<file path="config.mk">
export PLATFORM = sky130hd
export DESIGN_NAME = pointer_shake_detector_core_flat
export DESIGN_NICKNAME = d
export VERILOG_FILES = /design/src/hw/rtl/psd_pkg.sv /design/src/hw/rtl/psd_in_if.sv /design/src/hw/rtl/psd_out_if.sv /design/src/hw/rtl/psd_cfg_regs.sv /design/src/hw/rtl/psd_tracker.sv /design/src/hw/rtl/pointer_shake_detector_core.sv /design/src/flat_wrapper.sv
export SDC_FILE = /design/constraint.sdc
export NUM_CORES = 1
export LEC_CHECK = 0
export BUFFER_PORTS_ARGS = -buffer_cell sky130_fd_sc_hd__buf_2
export CAP_MARGIN = 0
export CELL_PAD_IN_SITES_DETAIL_PLACEMENT = 0
export CELL_PAD_IN_SITES_GLOBAL_PLACEMENT = 1
export CORE_MARGIN = 2
export CORE_UTILIZATION = 43
export CTS_CLUSTER_DIAMETER = 200
export CTS_CLUSTER_SIZE = 24
export DETAILED_ROUTE_END_ITERATION = 12
export GPL_TIMING_DRIVEN = 0
export HOLD_SLACK_MARGIN = 0.06
export PLACE_DENSITY_LB_ADDON = 0.15
export SLEW_MARGIN = 20
export SYNTH_ARGS = -nofsm -noshare
export SYNTH_HDL_FRONTEND = slang
export SYNTH_SLANG_ARGS = --single-unit
</file>
<file path="constraint.sdc">
create_clock -name i_clk -period 9.86 [get_ports i_clk]
set_input_delay 1.972 -clock i_clk [delete_from_list [all_inputs] [get_ports i_clk]]
set_output_delay 1.972 -clock i_clk [all_outputs]
set_load 0.02 [all_outputs]
</file>
<file path="src/hw/rtl/psd_pkg.sv">
// shared types, widths, codes and threshold table of the pointer shake detector
package psd_pkg;

    localparam int COORD_BITS = 16;
    localparam int TIME_BITS  = 32;
    localparam int SENS_BITS  = 2;
    localparam int MS_BITS    = 16;
    localparam int CFG_BITS   = 16;
    localparam int CFG_IDX_BITS = 2;
    localparam int CNT_BITS   = 3;
    localparam int DIST_BITS  = 7;

    typedef logic signed [COORD_BITS-1:0] t_coord;
    typedef logic [TIME_BITS-1:0]         t_time;
    typedef logic [CNT_BITS-1:0]          t_cnt;
    typedef logic [1:0]                   t_dir;

    // register indexes
    localparam logic [CFG_IDX_BITS-1:0] CFG_SENSITIVITY = 2'd0;
    localparam logic [CFG_IDX_BITS-1:0] CFG_COOLDOWN    = 2'd1;
    localparam logic [CFG_IDX_BITS-1:0] CFG_IDLE        = 2'd2;

    // sensitivity codes, anything else is medium
    localparam logic [SENS_BITS-1:0] SENS_LOW  = 2'd0;
    localparam logic [SENS_BITS-1:0] SENS_HIGH = 2'd2;

    localparam logic [SENS_BITS-1:0] SENS_RESET     = 2'd1;
    localparam logic [MS_BITS-1:0]   COOLDOWN_RESET = 16'd1500;
    localparam logic [MS_BITS-1:0]   IDLE_RESET     = 16'd300;

    // direction codes
    localparam t_dir DIR_NONE = 2'd0;
    localparam t_dir DIR_POS  = 2'd1;
    localparam t_dir DIR_NEG  = 2'd2;

    localparam t_cnt CNT_MAX = {CNT_BITS{1'b1}};

    typedef struct packed {
        logic [SENS_BITS-1:0] sensitivity;
        logic [MS_BITS-1:0]   cooldown_ms;
        logic [MS_BITS-1:0]   idle_ms;
    } t_cfg;

    typedef struct packed {
        logic [DIST_BITS-1:0] min_dist;
        t_cnt                 need;
    } t_thr;

    typedef struct packed {
        logic trigger_seen;
        logic anchor_valid;
        t_cnt reversal_count;
    } t_trk_status;

    function automatic t_thr sens_thresholds(input logic [SENS_BITS-1:0] sens);
        t_thr thr;
        unique case (sens)
            SENS_LOW: begin
                thr.min_dist = 7'd100;
                thr.need     = 3'd5;
            end
            SENS_HIGH: begin
                thr.min_dist = 7'd25;
                thr.need     = 3'd3;
            end
            default: begin
                thr.min_dist = 7'd50;
                thr.need     = 3'd4;
            end
        endcase
        return thr;
    endfunction

endpackage

</file>
<file path="src/hw/rtl/psd_in_if.sv">
// request channel carrying one pointer-move event
interface psd_in_if;
    logic                    valid;
    logic                    ready;
    psd_pkg::t_coord         pos_x;
    psd_pkg::t_coord         pos_y;
    psd_pkg::t_time          time_ms;

    modport source (output valid, output pos_x, output pos_y, output time_ms, input ready);
    modport sink   (input valid, input pos_x, input pos_y, input time_ms, output ready);
endinterface

</file>
<file path="src/hw/rtl/psd_out_if.sv">
// result channel carrying the position of a detected shake
interface psd_out_if;
    logic                    valid;
    logic                    ready;
    psd_pkg::t_coord         shake_x;
    psd_pkg::t_coord         shake_y;

    modport source (output valid, output shake_x, output shake_y, input ready);
    modport sink   (input valid, input shake_x, input shake_y, output ready);
endinterface

</file>
<file path="src/hw/rtl/psd_cfg_regs.sv">
// configuration register bank of the shake detector
module psd_cfg_regs (
    input  logic                                i_clk,
    input  logic                                i_rst_n,
    input  logic                                i_cfg_we,
    input  logic [psd_pkg::CFG_IDX_BITS-1:0]    i_cfg_idx,
    input  logic [psd_pkg::CFG_BITS-1:0]        i_cfg_data,
    output psd_pkg::t_cfg                       o_cfg
);

    psd_pkg::t_cfg r_cfg;
    psd_pkg::t_cfg n_cfg;

    always_comb begin
        n_cfg = r_cfg;
        if (i_cfg_we) begin
            unique case (i_cfg_idx)
                psd_pkg::CFG_SENSITIVITY:
                    n_cfg.sensitivity = i_cfg_data[psd_pkg::SENS_BITS-1:0];
                psd_pkg::CFG_COOLDOWN:
                    n_cfg.cooldown_ms = i_cfg_data[psd_pkg::MS_BITS-1:0];
                psd_pkg::CFG_IDLE:
                    n_cfg.idle_ms = i_cfg_data[psd_pkg::MS_BITS-1:0];
                default: ;
            endcase
        end
    end

    always_ff @(posedge i_clk) begin
        if (!i_rst_n) begin
            r_cfg.sensitivity <= psd_pkg::SENS_RESET;
            r_cfg.cooldown_ms <= psd_pkg::COOLDOWN_RESET;
            r_cfg.idle_ms     <= psd_pkg::IDLE_RESET;
        end else begin
            r_cfg <= n_cfg;
        end
    end

    assign o_cfg = r_cfg;

endmodule

</file>
<file path="src/hw/rtl/psd_tracker.sv">
// gesture tracking state and per-event update logic
module psd_tracker (
    input  logic                   i_clk,
    input  logic                   i_rst_n,
    input  psd_pkg::t_cfg          i_cfg,
    input  logic                   i_commit,
    input  psd_pkg::t_coord        i_x,
    input  psd_pkg::t_time         i_time,
    output logic                   o_hit,
    output psd_pkg::t_trk_status   o_status
);

    localparam int DW = psd_pkg::COORD_BITS + 1;

    psd_pkg::t_coord r_anchor_pos, n_anchor_pos;
    logic            r_anchor_vld, n_anchor_vld;
    psd_pkg::t_dir   r_last_dir,   n_last_dir;
    psd_pkg::t_cnt   r_cnt,        n_cnt;
    logic            r_trig_seen,  n_trig_seen;
    psd_pkg::t_time  r_trig_time,  n_trig_time;
    psd_pkg::t_time  r_evt_time,   n_evt_time;

    psd_pkg::t_time  w_since_trig;
    psd_pkg::t_time  w_since_evt;
    logic            w_cool;
    logic            w_idle;
    psd_pkg::t_thr   w_thr;
    psd_pkg::t_coord w_base;
    logic signed [DW-1:0] w_dx;
    logic [DW-1:0]   w_adx;
    psd_pkg::t_dir   w_dir;
    logic            w_hit;

    assign w_since_trig = i_time - r_trig_time;
    assign w_since_evt  = i_time - r_evt_time;
    assign w_cool = r_trig_seen &&
        (w_since_trig < {{(psd_pkg::TIME_BITS-psd_pkg::MS_BITS){1'b0}}, i_cfg.cooldown_ms});
    assign w_idle =
        (w_since_evt > {{(psd_pkg::TIME_BITS-psd_pkg::MS_BITS){1'b0}}, i_cfg.idle_ms});
    assign w_thr  = psd_pkg::sens_thresholds(i_cfg.sensitivity);

    // after an idle gap the anchor restarts at the current x
    assign w_base = w_idle ? i_x : r_anchor_pos;
    assign w_dx   = {i_x[psd_pkg::COORD_BITS-1], i_x}
                  - {w_base[psd_pkg::COORD_BITS-1], w_base};
    assign w_adx  = w_dx[DW-1] ? DW'(-w_dx) : DW'(w_dx);
    assign w_dir  = w_dx[DW-1] ? psd_pkg::DIR_NEG : psd_pkg::DIR_POS;

    always_comb begin
        n_anchor_pos = r_anchor_pos;
        n_anchor_vld = r_anchor_vld;
        n_last_dir   = r_last_dir;
        n_cnt        = r_cnt;
        n_trig_seen  = r_trig_seen;
        n_trig_time  = r_trig_time;
        n_evt_time   = r_evt_time;
        w_hit        = 1'b0;
        if (w_cool) begin
            n_anchor_vld = 1'b0;
            n_cnt        = '0;
        end else begin
            n_evt_time = i_time;
            if (w_idle) begin
                n_anchor_pos = i_x;
                n_anchor_vld = 1'b1;
                n_cnt        = '0;
                n_last_dir   = psd_pkg::DIR_NONE;
            end
            if (!r_anchor_vld && !w_idle) begin
                n_anchor_pos = i_x;
                n_anchor_vld = 1'b1;
            end else if (w_adx > {{(DW-psd_pkg::DIST_BITS){1'b0}}, w_thr.min_dist}) begin
                if (n_last_dir == psd_pkg::DIR_NONE) begin
                    n_cnt = psd_pkg::t_cnt'(1);
                end else if (w_dir != n_last_dir && n_cnt != psd_pkg::CNT_MAX) begin
                    n_cnt = n_cnt + psd_pkg::t_cnt'(1);
                end
                n_last_dir   = w_dir;
                n_anchor_pos = i_x;
                if (n_cnt >= w_thr.need) begin
                    w_hit        = 1'b1;
                    n_trig_time  = i_time;
                    n_trig_seen  = 1'b1;
                    n_cnt        = '0;
                    n_last_dir   = psd_pkg::DIR_NONE;
                    n_anchor_vld = 1'b0;
                end
            end
        end
    end

    always_ff @(posedge i_clk) begin
        if (!i_rst_n) begin
            r_anchor_vld <= 1'b0;
            r_last_dir   <= psd_pkg::DIR_NONE;
            r_cnt        <= '0;
            r_trig_seen  <= 1'b0;
            r_evt_time   <= '0;
        end else if (i_commit) begin
            r_anchor_vld <= n_anchor_vld;
            r_last_dir   <= n_last_dir;
            r_cnt        <= n_cnt;
            r_trig_seen  <= n_trig_seen;
            r_evt_time   <= n_evt_time;
        end
    end

    // guarded by the valid flags, no reset needed
    always_ff @(posedge i_clk) begin
        if (i_commit) begin
            r_anchor_pos <= n_anchor_pos;
            r_trig_time  <= n_trig_time;
        end
    end

    assign o_hit = w_hit;
    assign o_status.trigger_seen   = r_trig_seen;
    assign o_status.anchor_valid   = r_anchor_vld;
    assign o_status.reversal_count = r_cnt;

endmodule

</file>
<file path="src/hw/rtl/pointer_shake_detector_core.sv">
// top level of the pointer shake detector
//
// takes one pointer-move request per clock cycle and emits the position of
// the event that completes a horizontal shake (zero or one result per
// request). a request is captured in an input register, the tracking state
// is updated by one pass of compare and add logic when the request leaves
// that register, and a detection is placed in the output register at the
// same edge, where it waits until the consumer takes it. the sustained rate
// is one request per cycle, set by the single state update stage; it drops
// only while a result waits in the output register and the consumer holds
// ready low. configuration is written through a plain write port; the user
// must write it only while no request is in flight, the block itself does
// not enforce this. sensitivity picks the distance and reversal thresholds,
// cooldown_ms holds tracking cleared after a detection and idle_ms restarts
// tracking after a quiet gap. timestamps compare modulo 2^32.
module pointer_shake_detector_core (
    input  logic                             i_clk,
    input  logic                             i_rst_n,
    psd_in_if.sink                           i_in,
    psd_out_if.source                        o_out,
    input  logic                             i_cfg_we,
    input  logic [psd_pkg::CFG_IDX_BITS-1:0] i_cfg_idx,
    input  logic [psd_pkg::CFG_BITS-1:0]     i_cfg_data
);

    psd_pkg::t_cfg        w_cfg;
    psd_pkg::t_trk_status w_status;

    // input register
    logic            r_in_vld;
    psd_pkg::t_coord r_in_x;
    psd_pkg::t_coord r_in_y;
    psd_pkg::t_time  r_in_time;

    // output register
    logic            r_out_vld;
    psd_pkg::t_coord r_out_x;
    psd_pkg::t_coord r_out_y;

    logic w_adv;
    logic w_take;
    logic w_hit;

    // the held request moves on once the output slot is free or being drained
    assign w_adv  = r_in_vld && (!r_out_vld || o_out.ready);
    assign i_in.ready = !r_in_vld || w_adv;
    assign w_take = i_in.valid && i_in.ready;

    psd_cfg_regs u_cfg (
        .i_clk      (i_clk),
        .i_rst_n    (i_rst_n),
        .i_cfg_we   (i_cfg_we),
        .i_cfg_idx  (i_cfg_idx),
        .i_cfg_data (i_cfg_data),
        .o_cfg      (w_cfg)
    );

    psd_tracker u_trk (
        .i_clk    (i_clk),
        .i_rst_n  (i_rst_n),
        .i_cfg    (w_cfg),
        .i_commit (w_adv),
        .i_x      (r_in_x),
        .i_time   (r_in_time),
        .o_hit    (w_hit),
        .o_status (w_status)
    );

    always_ff @(posedge i_clk) begin
        if (!i_rst_n) begin
            r_in_vld <= 1'b0;
        end else if (w_take) begin
            r_in_vld <= 1'b1;
        end else if (w_adv) begin
            r_in_vld <= 1'b0;
        end
    end

    always_ff @(posedge i_clk) begin
        if (w_take) begin
            r_in_x    <= i_in.pos_x;
            r_in_y    <= i_in.pos_y;
            r_in_time <= i_in.time_ms;
        end
    end

    // a detection loads the result; otherwise a taken result empties the slot
    always_ff @(posedge i_clk) begin
        if (!i_rst_n) begin
            r_out_vld <= 1'b0;
        end else if (w_adv && w_hit) begin
            r_out_vld <= 1'b1;
        end else if (o_out.ready) begin
            r_out_vld <= 1'b0;
        end
    end

    always_ff @(posedge i_clk) begin
        if (w_adv && w_hit) begin
            r_out_x <= r_in_x;
            r_out_y <= r_in_y;
        end
    end

    assign o_out.valid   = r_out_vld;
    assign o_out.shake_x = r_out_x;
    assign o_out.shake_y = r_out_y;

`ifndef SYNTHESIS
    // a new request is only taken when the held one leaves in the same cycle
    a_no_overwrite: assert property (@(posedge i_clk) disable iff (!i_rst_n)
        (w_take && r_in_vld) |-> w_adv)
        else $error("input register overwritten");

    // a detection shows up as a result and arms the cooldown
    a_hit_result: assert property (@(posedge i_clk) disable iff (!i_rst_n)
        (w_adv && w_hit) |=> (o_out.valid && w_status.trigger_seen && !w_status.anchor_valid
                              && w_status.reversal_count == '0))
        else $error("detection not delivered");

    // a pending result is never replaced before it is taken
    a_result_held: assert property (@(posedge i_clk) disable iff (!i_rst_n)
        (o_out.valid && !o_out.ready) |=> (o_out.valid && $stable(o_out.shake_x)
                                           && $stable(o_out.shake_y)))
        else $error("pending result lost");
`endif

endmodule

</file>
<file path="src/flat_wrapper.sv">
// flat-port wrapper written by rule: the top's interface ports become plain ports
module pointer_shake_detector_core_flat 
  (i_clk, i_rst_n, i_cfg_we, i_cfg_idx, i_cfg_data, i_in_valid, i_in_pos_x, i_in_pos_y, i_in_time_ms, i_in_ready, o_out_valid, o_out_shake_x, o_out_shake_y, o_out_ready);
  psd_in_if i_in_i ();
  psd_out_if o_out_i ();
  input  logic i_clk;
  input  logic i_rst_n;
  input  logic i_cfg_we;
  input  logic [psd_pkg::CFG_IDX_BITS-1:0] i_cfg_idx;
  input  logic [psd_pkg::CFG_BITS-1:0] i_cfg_data;
  input wire logic [$bits(i_in_i.valid)-1:0] i_in_valid;
  input wire logic [$bits(i_in_i.pos_x)-1:0] i_in_pos_x;
  input wire logic [$bits(i_in_i.pos_y)-1:0] i_in_pos_y;
  input wire logic [$bits(i_in_i.time_ms)-1:0] i_in_time_ms;
  output wire logic [$bits(i_in_i.ready)-1:0] i_in_ready;
  output wire logic [$bits(o_out_i.valid)-1:0] o_out_valid;
  output wire logic [$bits(o_out_i.shake_x)-1:0] o_out_shake_x;
  output wire logic [$bits(o_out_i.shake_y)-1:0] o_out_shake_y;
  input wire logic [$bits(o_out_i.ready)-1:0] o_out_ready;
  assign i_in_i.valid = i_in_valid;
  assign i_in_i.pos_x = i_in_pos_x;
  assign i_in_i.pos_y = i_in_pos_y;
  assign i_in_i.time_ms = i_in_time_ms;
  assign i_in_ready = i_in_i.ready;
  assign o_out_valid = o_out_i.valid;
  assign o_out_shake_x = o_out_i.shake_x;
  assign o_out_shake_y = o_out_i.shake_y;
  assign o_out_i.ready = o_out_ready;
  pointer_shake_detector_core u_core (.i_clk(i_clk), .i_rst_n(i_rst_n), .i_in(i_in_i), .o_out(o_out_i), .i_cfg_we(i_cfg_we), .i_cfg_idx(i_cfg_idx), .i_cfg_data(i_cfg_data));
endmodule
</file>
After elaboration in Yosys (flattened, before gate mapping). Cells that the tools add are included.

Register bits after elaboration: 219. Bits of input ports: 87. Output and inout bits: 34. Word-level logic and storage cells: 90.

$add $sub $neg: 5. $lt $le $gt $ge: 4. Eq/ne operators: 5. Multiplexer cells: 35. Bitwise logic cells: 2. Reductions and logical operators: 22.

Operators with widths (number): $sub A32 B32 Y32 (2); $mux W16 (3); $mux W3 (11); $gt A32 B16 Y1 (1); $lt A32 B16 Y1 (1); $pmux W10 S2 (1); $gt A17 B7 Y1 (1); $mux W17 (1); $neg A17 Y17 (1); $sub A16 B16 Y17 (1); $mux W1 (13); $mux W2 (6); $reduce_and A2 Y1 (4); $logic_and A1 B1 Y1 (6); $logic_not A2 Y1 (3); $reduce_and A5 Y1 (1); $eq A2 B2 Y1 const B (2); $logic_not A1 Y1 (4); $reduce_bool A2 Y1 (2); $add A3 B1 Y3 const B (1); $ge A3 B3 Y1 (1); $ne A3 B3 Y1 const B (1); $eq A2 B1 Y1 const B (1); $logic_or A1 B1 Y1 (2); 2 further kinds (3).

Depth between registers and ports, before layout. Gate-level depths: netlist (run 1).

Depth after elaboration: 19. Mapped depth: 53. Depth with buffers taken out: 49.

Modules after synthesis. From an unflattened synthesis (run 1), not the netlist that was laid out.

Cell total of the unflattened synthesis: 1556. Area, all modules: 14659.1 um^2.

By module, submodules not included: psd_tracker (instances 1, cells each 1307, area each 10276.1 um^2, seq. area each 2222.1 um^2); pointer_shake_detector_core (instances 1, cells each 109, area each 2995.4 um^2, seq. area each 2922.8 um^2); psd_cfg_regs (instances 1, cells each 140, area each 1387.6 um^2, seq. area each 680.7 um^2).

Worst setup path before layout (run 1). OpenSTA, ideal clock, no wires.

Kind: register -> register. Start: register u_core.r_in_time[1]. End: register u_core.u_trk.r_trig_time[0], enable pin. Setup time: 0.404 ns. Arrival: 10.206 ns. Data required time: 9.456 ns. Slack: -0.750 ns. Cell stages (with the launch flop): 52. Path buffers: 4. Clock period less this slack: 10.610 ns. Cells stage by stage: edfxtp_1 ha_1 nor2b_1 o2111a_1 or2_2 a21oi_1 o21bai_1 a31oi_1 o21bai_1 a21oi_1 xnor2_1 ha_1 nand4_1 nor2_1 a221o_1 a211o_1 a221o_1 nor4_1 (+16 left out) a41oi_1 buf_2 nand2_1 o21ai_0 ha_1 nor2b_1 o21a_1 o21a_1 o21ai_0 nand2b_1 a21oi_1 nor2b_1 o22ai_1 o311ai_0 a211oi_1 o211ai_4 buf_6 and3_1.

Longest elaborated chain between the ends: 14. Elaborated cells between the ends (all ways): 31. Classes of those cells: add/sub: 5; order compare: 4; eq/ne: 2; mux: 12; bitwise: 2; reduce/logical: 6.

RTL lines: from (decl) (line pointer_shake_detector_core.sv:33) `psd_pkg::t_time r_in_time;`; from (signal assigned) (line pointer_shake_detector_core.sv:83) `r_in_time <= i_in.time_ms;`; parallel branches: the longest is 13 deep, another holds $sub A32 B32 Y32; $reduce_and A5 Y1 (no line) *; to (signal assigned) (line psd_tracker.sv:112) `r_trig_time <= n_trig_time;`; to (decl) (line psd_tracker.sv:20) `psd_pkg::t_time r_trig_time, n_trig_time;`.

Every way passes the cells marked *. The select of a mux whose other input is x is not followed. A chain may end at the register's enable or synchronous reset.

Final worst setup path (run 1).
Start: register u_core.r_in_time[1]. End: register u_core.u_trk.r_anchor_pos[6], data pin.

Longest elaborated chain between the ends: 9. Elaborated cells between the ends (all ways): 11. Classes of those cells: add/sub: 3; order compare: 2; mux: 4; reduce/logical: 2.

RTL lines: $sub A32 B32 Y32 * (line psd_tracker.sv:35) `assign w_since_evt = i_time - r_evt_time;`; $gt A32 B16 Y1 * (line psd_tracker.sv:39) `(w_since_evt > {{(psd_pkg::TIME_BITS-psd_pkg::MS_BITS){1'b0}}, i_cfg.idle_ms});`; $mux W16; $sub A16 B16 Y17 (line psd_tracker.sv:45) `- {w_base[psd_pkg::COORD_BITS-1], w_base};`; $neg A17 Y17 (line psd_tracker.sv:46) `assign w_adx = w_dx[DW-1] ? DW'(-w_dx) : DW'(w_dx);`; $mux W17 (line psd_tracker.sv:46); $gt A17 B7 Y1 (line psd_tracker.sv:72) `end else if (w_adx > {{(DW-psd_pkg::DIST_BITS){1'b0}}, w_thr.min_dist}) begin`; $mux W16 (line psd_tracker.sv:72); $mux W16 * (line psd_tracker.sv:69) `if (!r_anchor_vld && !w_idle) begin`; to (signal assigned) (line psd_tracker.sv:111) `r_anchor_pos <= n_anchor_pos;`; to (decl) (line psd_tracker.sv:15) `psd_pkg::t_coord r_anchor_pos, n_anchor_pos;`.

Mark *: on every way between the ends. The rest lies on a longest branch, timed or not.

==> results.yml, run 1 <==
floorplan:
  coreArea_um2: 32290
  dieArea_um2: 34040
  start_util_pct: 43.39
  ioPinCount: 121
  die_w_um: 184.5
  row_count: 66
  die_h_um: 184.5
cts:
  cts_made_buffers: 13
  h-tree-depth: 1
  clk_pin_slew_ns: 0.11
  clk_path_buf_depth: 3
  cts-root-buf: "clkbuf_16"
  clock_latency_ns: 0.50
  cts_tree: "built"
  cts_sinks: 219
yosys:
  synth_compound_area_share_pct: 20.59
  yosys.area_share.xor_xnor_pct: 3.688
  synth_edf_count: 144
  ys_warn_count: 0
  synthMuxAreaShare_pct: 2.277
  post_synth_num_cell_types: 88
  synthSimpleGateAreaFrac_pct: 15.76
  synthArstFlopShare_pct: 0
  synth_top_area_share_pct: 30.87
  yosysMostFrequentCell: "nand2_1"
  syn_area_per_cell_um2: 9.466
  synth_top_family_by_area: "compound AO/OA/AOI/OAI gates"
  ys_seq_area_share_pct: 41.58
  ys_top_cells_by_count: "nand2_1, edfxtp_1, inv_1"
  netlist_area_um2: 14010
  ys.flop_type: "edfxtp_1"
  yosysTopAreaCell: "edfxtp_1"
  syn_inst: 1480
  ys_seq_elements: 219
  synth_nets: 1688
  synthAdderAreaFrac_pct: 11.06
  yosys-top-cells-area: "edfxtp_1, dfxtp_1, ha_1"
final_layout:
  n_antenna_cell: 0
  layout.cells.non_filler: 2112
  nNetsFinal: 1872
  fill_cells: 3112
  synthToLayoutAreaGrowth_pct: 18.27
  drive_gt1_share_pct: 17.25
routing:
  drt_pass1_iterations: 5
  drtIter0Drc: 619
  wl_per_cell_um: 17.60
  num_vias: 11410
  viasPerCell: 5.402
  route.detailed.drc: 0
  ant_nets: 0
  drt-total-wl_um: 37160
setup_path:
  worstPathArrival_ns: 9.89
  path_max_fanout: 10
  worstSetupPathType: "flop to flop"
  worst_setup_path_start_kind: "flop"
  endpoint_kind: "flop"
  worstPathRequired_ns: 10.10
  slowest_stage: "edfxtp_1"
  slowest_delay_ns: 0.53
grt:
  grtUsageTotal_pct: 21.67
  grt_max_degree: 43
  antenna_found_initial: 0
  grt_pass1_vias: 10910
  grt_pass1_wl_um: 58240
  grt_remaining_overflow: 0
power_and_ir_drop:
  clkPwrFrac_pct: 24.9
  powerDensity_nw_per_um2: 139.8
  power_frac_comb_pct: 29.7
  seqPwrFrac_pct: 45.5
  p_int_w: 0.001567
  p_sw_share_pct: 32.35
  ir_worst_vdd_uv: 139.3
  p_leak_nw: 6.603
  switchingPower_w: 0.0007490
sta:
  grt_setup_unrepaired: "true"
  fmax_mhz: 103.6
  fin_crit_sh_pct: 97.87
  final_hold_viol_count: 0
  final.setup.tns_ns: 0
  skew_ns: 0.02820
  setup_viol: 0
  max_slew_margin_pct: 18.59
  drv_slew: 0
  tightest_slew_ns: 1.221
  min_period_ns: 9.650
worst_hold_path:
  hp-class: "flop to flop"
place:
  place.detailed.hpwl_um: 27310
  numPortBuffers: 120
  dp_cells: 2044
  gp_congestion: 0.8996
run:
  maxCapViolCount: 0
run_status:
  outcome: "completed"
==> state kept, by name (all words and copies together), names as in the netlist <==
register	count
u_core.o_out.shake_x	16
u_core.o_out.shake_y	16
u_core.o_out.valid	1
u_core.r_in_time	32
u_core.r_in_vld	1
u_core.r_in_x	16
u_core.r_in_y	16
u_core.u_cfg.o_cfg	34
u_core.u_trk.r_anchor_pos	16
u_core.u_trk.r_anchor_vld	1
u_core.u_trk.r_cnt	3
u_core.u_trk.r_evt_time	32
u_core.u_trk.r_last_dir	2
u_core.u_trk.r_trig_seen	1
u_core.u_trk.r_trig_time	32
==> area by class of cell <==
cell class / instances / area (um^2) / share of cell area [%]
Buffer: 42 / 236.5 / 1.427
Clock buffer: 20 / 351.6 / 2.122
Clock inverter: 1 / 30.03 / 0.1812
Inverter: 133 / 501.7 / 3.028
Multi-Input combinational cell: 1085 / 8001 / 48.29
Sequential cell: 219 / 5826 / 35.16
Tap cell: 442 / 553.0 / 3.338
Timing Repair Buffer: 170 / 1070 / 6.456
==> cell families (layout without fill, tap and decap cells) <==
| group | after synthesis | in the layout |
|---|---|---|
| adders and majority gates | 123 | 123 |
| DFF | 219 | 219 |
| xor gates and xnor gates | 59 | 59 |
| buffers and inverters | 180 | 366 |
| and+or+nand+nor | 461 | 465 |
| muxes | 31 | 31 |
| AOI/OAI and AO/OA | 407 | 407 |
==> routing by layer <==
layer / share of wire [%] / vias to the layer above / global-route usage (%)
li1: - / 5755 / -
met2: 45 / 223 / 34.96
met4: 1.5 / 0 / 4.288
met3: 4.8 / 33 / 2.806
met1: 49 / 5399 / 31.21
met5: 0 / - / 0
==> layout by cell type (no fill, tap or decap), types with 11 or more instances in the layout <==
| master | count |
|---|---|
| dfxtp_1 | 75 |
| nor2_1 | 76 |
| o21ai_0 | 41 |
| a21oi_1 | 76 |
| clkbuf_16 | 14 |
| edfxtp_1 | 144 |
| buf_2 | 124 |
| buf_4 | 41 |
| o211ai_1 | 20 |
| a211oi_1 | 13 |
| a31oi_1 | 11 |
| nor3_1 | 28 |
| and3_1 | 16 |
| o21a_1 | 27 |
| nand4_1 | 14 |
| and2_1 | 13 |
| clkbuf_1 | 33 |
| xor2_1 | 22 |
| nor2b_1 | 23 |
| inv_1 | 132 |
| o21bai_1 | 16 |
| ha_1 | 114 |
| a21o_1 | 30 |
| mux2i_1 | 19 |
| a21boi_0 | 56 |
| nand3_1 | 28 |
| nand2_1 | 191 |
| xnor2_1 | 36 |
| nand2b_1 | 15 |
==> worst max-delay path, delay by kind of cell, from the launching register on <==
kind | cells | cell delay, ns
muxes | 2 | 0.56
adders and majority gates | 5 | 1.55
xor gates and xnor gates | 2 | 0.35
buffers and inverters | 4 | 0.63
AOI/OAI and AO/OA | 22 | 4.12
DFF | 1 | 0.53
and+or+nand+nor | 10 | 1.58
==> power groups by stage <==
stage                     registers [W]  clock network, W  logic, W
final                           0.00105          0.000576  0.000687
after global routing            0.00106          0.000628  0.000767
after CTS                       0.00105          0.000598  0.000655
after detailed placement        0.00107                 0  0.000613
after global placement          0.00107                 0  0.000602
after floorplan                 0.00106                 0  0.000459
==> repair_timing <==
item | CTS | global route
gates resized for setup | 57 | 63
endpoints found under the hold margin | 0 | 0
endpoints found under the setup margin | 88 | 88
pin swaps | 32 | 23
hold buffers | 0 | 0
setup buffers | 29 | 18
cloned | 2 | 3
==> stage by stage <==
step           hold WS (ns)  total power, W  cell area (um^2)  setup slack [ns]  util [%]
3_3_place_gp         0.4006        0.001676             15190            -1.935     47.05
4_1_cts              0.4284        0.002305             16110           0.01018     49.90
2_1_floorplan        0.4003        0.001518             14040           0.01229         -
3_5_place_dp         0.4066        0.001687             15250            -2.051     47.23
6_report             0.4268        0.002316             16570            0.2097     51.32
5_1_grt              0.4339        0.002453             16570           -0.2976     51.32
==> worst paths after layout <==
| kind | cells past startpoint | endpoint | slack (ns) | startpoint |
|---|---|---|---|---|
| setup / recovery | 45 | u_core.u_trk.r_anchor_pos[6]$_DFFE_PP_ | 0.21 | u_core.r_in_time[1]$_DFFE_PP_ |
| hold / removal | 0 | u_core.o_out.shake_y[3]$_DFFE_PP_ | 0.43 | u_core.r_in_y[3]$_DFFE_PP_ |
| setup reg to reg | 45 | u_core.u_trk.r_anchor_pos[6]$_DFFE_PP_ | 0.21 | u_core.r_in_time[1]$_DFFE_PP_ |
| hold reg to reg | 0 | u_core.o_out.shake_y[3]$_DFFE_PP_ | 0.43 | u_core.r_in_y[3]$_DFFE_PP_ |
Note: power is estimated with default switching activity, not from simulation.
==> run 2: changes to the inputs <==
SYNTH_HIERARCHICAL = 1   (was unset)
==> run 2 against run 1 <==
Net effect: core utilization is 2.0 points lower; first-iteration DRC count is 6.1% lower; total power is 8.2% lower; global-route usage is 0.72 points lower; non-clock buffer count is 36 lower; sequential power hardly changed; largest power group unchanged; highest routed layer is now met5.
==> results.yml, run 2 <==
grt:
  grt_remaining_overflow: 0
  grt_max_degree: 28
  grt_pass1_vias: 11460
  antenna_found_initial: 1
  grt_pass1_wl_um: 59950
  grtUsageTotal_pct: 20.95
cts:
  cts_made_buffers: 13
  cts_sinks: 219
  cts-root-buf: "clkbuf_16"
  clock_latency_ns: 0.50
  cts_tree: "built"
  h-tree-depth: 1
  clk_pin_slew_ns: 0.10
  clk_path_buf_depth: 3
routing:
  drt_pass1_iterations: 5
  ant_nets: 0
  drt-total-wl_um: 37410
  wl_per_cell_um: 17.35
  num_vias: 11770
  drtIter0Drc: 581
  route.detailed.drc: 0
  viasPerCell: 5.460
setup_path:
  worst-path-buf-inv: 4
  r2r_cells: 46
  worst_setup_path_start_kind: "flop"
  endpoint_kind: "flop"
  reg2reg_to: "u_core/o_out.shake_y[4]$_DFFE_PP_"
  crit_family: "compound AO/OA/AOI/OAI gates"
  slowest_stage: "edfxtp_1"
  worstPathRequired_ns: 10.09
  reg2reg_slack_ns: 0.68
  crit_start: "u_core/r_in_time[1]$_DFFE_PP_"
  path_max_fanout: 27
  slowest_delay_ns: 0.52
  worstPathArrival_ns: 9.41
  r2r_start: "u_core/r_in_time[1]$_DFFE_PP_"
  worstSetupPathType: "flop to flop"
final_layout:
  n_antenna_cell: 0
  largest_register_ffs: 34
  mostFrequentLayoutCell: "inv_1"
  mostFrequentLayoutCells: "inv_1, edfxtp_1, a21oi_1, buf_2, nor2_1"
  seq_area_um2: 5826
  fin_area_um2: 16530
  synthToLayoutAreaGrowth_pct: 12.87
  multi_input_area_um2: 8172
  nNetsFinal: 1909
  drive_gt1_share_pct: 13.99
  fill_cells: 3258
sta:
  final_hold_viol_count: 0
  setup_viol: 0
  drv_slew: 0
  tightest_slew_ns: 0.8270
  setup_slack_ns: 0.6775
  whs_ns: 0.4144
  fin_crit_sh_pct: 93.13
  skew_ns: 0.02924
  final.setup.tns_ns: 0
  fmax_mhz: 108.9
  min_period_ns: 9.182
  max_slew_margin_pct: 44.29
yosys:
  ys_warn_count: 6
  synth_nets: 1762
  syn_area_per_cell_um2: 9.423
  netlist_area_um2: 14640
  syn_inst: 1554
floorplan:
  ioPinCount: 121
  dieArea_um2: 35550
  start_util_pct: 43.67
  die_h_um: 188.5
  row_count: 67
  coreArea_um2: 33530
  die_w_um: 188.5
power_and_ir_drop:
  powerDensity_nw_per_um2: 128.6
  p_leak_nw: 6.655
  ir_worst_vdd_uv: 171.7
run:
  maxCapViolCount: 0
place:
  gp_congestion: 0.8512
  pre_cts_ws_ns: -0.4863
  numPortBuffers: 118
  place_area_um2: 15940
  place.detailed.hpwl_um: 29500
run_status:
  outcome: "completed"
worst_hold_path:
  hp-class: "flop to flop"
  min_from: "u_core/r_in_y[11]$_DFFE_PP_"
  whs_path_depth: 0
  holdPathEnd: "u_core/o_out.shake_y[11]$_DFFE_PP_"
==> run 2: worst max-delay path by stage <==
| stage | endpoint | slack, ns | cells past startpoint |
|---|---|---|---|
| 6_report | u_core/o_out.shake_y[4]$_DFFE_PP_ | 0.68 | 46 |
| 5_1_grt | u_core/o_out.shake_y[4]$_DFFE_PP_ | -0.03 | 45 |
| 4_1_cts | u_core/o_out.shake_y[4]$_DFFE_PP_ | 0.02 | 49 |
| 3_5_place_dp | u_core/o_out.shake_y[9]$_DFFE_PP_ | -0.49 | 46 |
| 3_3_place_gp | u_core/o_out.shake_y[9]$_DFFE_PP_ | -2.23 | 47 |
| 2_1_floorplan | u_core/o_out.shake_x[0]$_DFFE_PP_ | 0.25 | 44 |
==> run 2: power by group <==
part	internal, W	leakage [nW]	total [W]	switching [W]
sequential	0.00101	1.96	0.00103	0.0000245
combinational	0.000212	4.51	0.000521	0.000309
clock	0.000257	0.184	0.000570	0.000313
total	0.00148	6.65	0.00213	0.000646
==> run 2: timing repair <==
item | in CTS | in global routing
gates resized for setup | 5 | 22
setup buffers | 4 | 7
hold buffers | 0 | 0
pin swaps | 4 | 10
endpoints found under the setup margin | 81 | 88
==> run 2: area by class of cell <==
cell class / instances / area share [%]
Timing Repair Buffer: 134 / 4.890
Clock buffer: 20 / 2.127
Clock inverter: 2 / 0.2347
Tap cell: 448 / 3.391
Multi-Input combinational cell: 1146 / 49.44
Inverter: 145 / 3.293
Buffer: 42 / 1.378
Sequential cell: 219 / 35.25
==> run 2: stage by stage <==
step	cells	util [%]	total power (W)
final	2156	49.29	0.002125
after global routing	2156	49.29	0.002249
after detailed placement	2125	47.53	0.001563
after global placement	2120	47.10	0.001556
after floorplan	1554	-	0.001425
after CTS	2150	48.87	0.002142
==> run 2: metal layers <==
metal	vias up	share of wire [%]	global-route usage, %
li1	5965	-	-
met2	251	47	35.80
met1	5500	46	27.32
met5	-	0.035	0
met4	2	3.3	6.731
met3	54	4.0	3.036
==> run 3: changes to the inputs <==
PLACE_DENSITY_LB_ADDON = 0.1   (was 0.15)
clock period = 8.08 ns   (was 9.86 ns; I/O delays follow)
==> run 3 against run 2 <==
Net effect: the run now ends with setup timing left; non-clock buffer count is 47 higher; register-to-register slack lost 1.0 ns; core utilization is 2.5 points higher.
==> results.yml, run 3 (synthesized netlist as in run 2, its figures left out) <==
run_status:
  outcome: "finished, violations left"
  violations: "setup timing"
setup_path:
  slowest_delay_ns: 0.54
  r2r_cells: 40
  reg2reg_to: "u_core/o_out.shake_y[9]$_DFFE_PP_"
  reg2reg_slack_ns: -0.34
  worst-path-buf-inv: 4
  worst_setup_path_start_kind: "flop"
  worstPathArrival_ns: 8.60
  worstSetupPathType: "flop to flop"
  crit_family: "simple AND/OR/NAND/NOR gates"
  slowest_stage: "or4_4"
  r2r_start: "u_core/r_in_time[1]$_DFFE_PP_"
  crit_start: "u_core/r_in_time[1]$_DFFE_PP_"
  worstPathRequired_ns: 8.26
  endpoint_kind: "flop"
  path_max_fanout: 16
cts:
  cts_tree: "built"
  cts_made_buffers: 13
  cts-root-buf: "clkbuf_16"
  h-tree-depth: 1
  clk_path_buf_depth: 3
  clk_pin_slew_ns: 0.10
  clock_latency_ns: 0.50
  cts_sinks: 219
  ctsHoldBuffers: 0
power_and_ir_drop:
  powerDensity_nw_per_um2: 153.6
  p_leak_nw: 6.986
  power_w: 0.002668
  ir_worst_vdd_uv: 215.9
grt:
  grt_pass1_wl_um: 63980
  grt_remaining_overflow: 0
  grt_max_degree: 33
  grtUsageTotal_pct: 22.58
  grt_pass1_vias: 11640
  antenna_found_initial: 4
final_layout:
  mostFrequentLayoutCells: "inv_1, edfxtp_1, buf_2, nand2_1, a21oi_1"
  layout.cells.non_filler: 2208
  mostFrequentLayoutCell: "inv_1"
  drive_gt1_share_pct: 19.45
  synthToLayoutAreaGrowth_pct: 18.63
  largest_register_ffs: 34
  nNetsFinal: 1959
  final_core_util_pct: 51.81
floorplan:
  coreArea_um2: 33530
  die_w_um: 188.5
  start_util_pct: 43.67
  die_h_um: 188.5
  dieArea_um2: 35550
  ioPinCount: 121
  row_count: 67
worst_hold_path:
  hp-class: "flop to flop"
  holdPathEnd: "u_core/o_out.shake_y[1]$_DFFE_PP_"
  whs_path_depth: 0
  min_from: "u_core/r_in_y[1]$_DFFE_PP_"
place:
  place.detailed.hpwl_um: 30630
  gp_congestion: 0.8805
  dp_cells: 2124
  numPortBuffers: 118
sta:
  setup_slack_ns: -0.3368
  skew_ns: 0.03326
  whs_ns: 0.4241
  setup_viol: 86
  tightest_slew_ns: 0.8380
  fin_crit_sh_pct: 104.2
  grt_setup_unrepaired: "true"
  drv_slew: 0
  max_slew_margin_pct: 44.13
  min_period_ns: 8.417
  final_hold_viol_count: 0
  fmax_mhz: 118.8
routing:
  route.detailed.drc: 0
  drt_pass1_iterations: 6
  num_vias: 12100
  met2_length_um: 18000
  drt-total-wl_um: 40530
  drtIter0Drc: 652
  m1WireLength_um: 19390
  dr_wl_met3_um: 2132
  highest_layer: "met5"
  ant_nets: 0
  viasPerCell: 5.478
  wl_per_cell_um: 18.36
run:
  maxCapViolCount: 0
run 3: report_power, final:
part | total, W | switching (W) | internal, W
clock | 0.000706 | 0.000392 | 0.000314
sequential | 0.00127 | 0.0000333 | 0.00123
combinational | 0.000697 | 0.000404 | 0.000293
run 3: area by class of cell:
class / count / area (um^2)
repair buffers: 181 / 1190
diodes: 2 / 5.005
flip-flops and latches: 219 / 5826
plain buffers: 42 / 281.5
well taps: 448 / 560.5
fillers: 3169 / 16160
inverters: 145 / 544.3
clock inverters: 2 / 38.79
clock buffers: 20 / 351.6
multi-input cells: 1149 / 8574
run 3: worst max path at each step:
stage	slack [ns]	cells after the start	endpoint
after floorplan	-0.14	44	u_core/o_out.shake_x[0]$_DFFE_PP_
after detailed placement	-2.47	38	u_core/o_out.shake_y[1]$_DFFE_PP_
final	-0.34	40	u_core/o_out.shake_y[9]$_DFFE_PP_
after global routing	-0.80	44	u_core/o_out.shake_y[9]$_DFFE_PP_
after global placement	-2.40	38	u_core/o_out.shake_y[1]$_DFFE_PP_
after CTS	-0.31	42	u_core/u_trk/r_anchor_pos[6]$_DFFE_PP_
run 3: what timing repair did:
item,in CTS,in global routing
pin swaps,48,28
setup buffers,46,12
cloned,1,3
resized for setup,66,42
setup endpoints to repair,88,88
run 3: per-layer routing:
layer,vias up,track usage [%]
met1,5718,31.61
met3,52,4.489
met4,6,5.649
met2,241,35.83
met5,-,0
li1,6078,-
run 3: per-stage QoR:
stage / TNS, ns / setup slack, ns / instance area (um^2)
5_1_grt: -61.10 / -0.8042 / 17370
6_report: -21.03 / -0.3368 / 17370
2_1_floorplan: -4.989 / -0.1450 / 14760
4_1_cts: -20.24 / -0.3115 / 17070
3_5_place_dp: -189.53 / -2.468 / 16020
3_3_place_gp: -185.70 / -2.396 / 15910
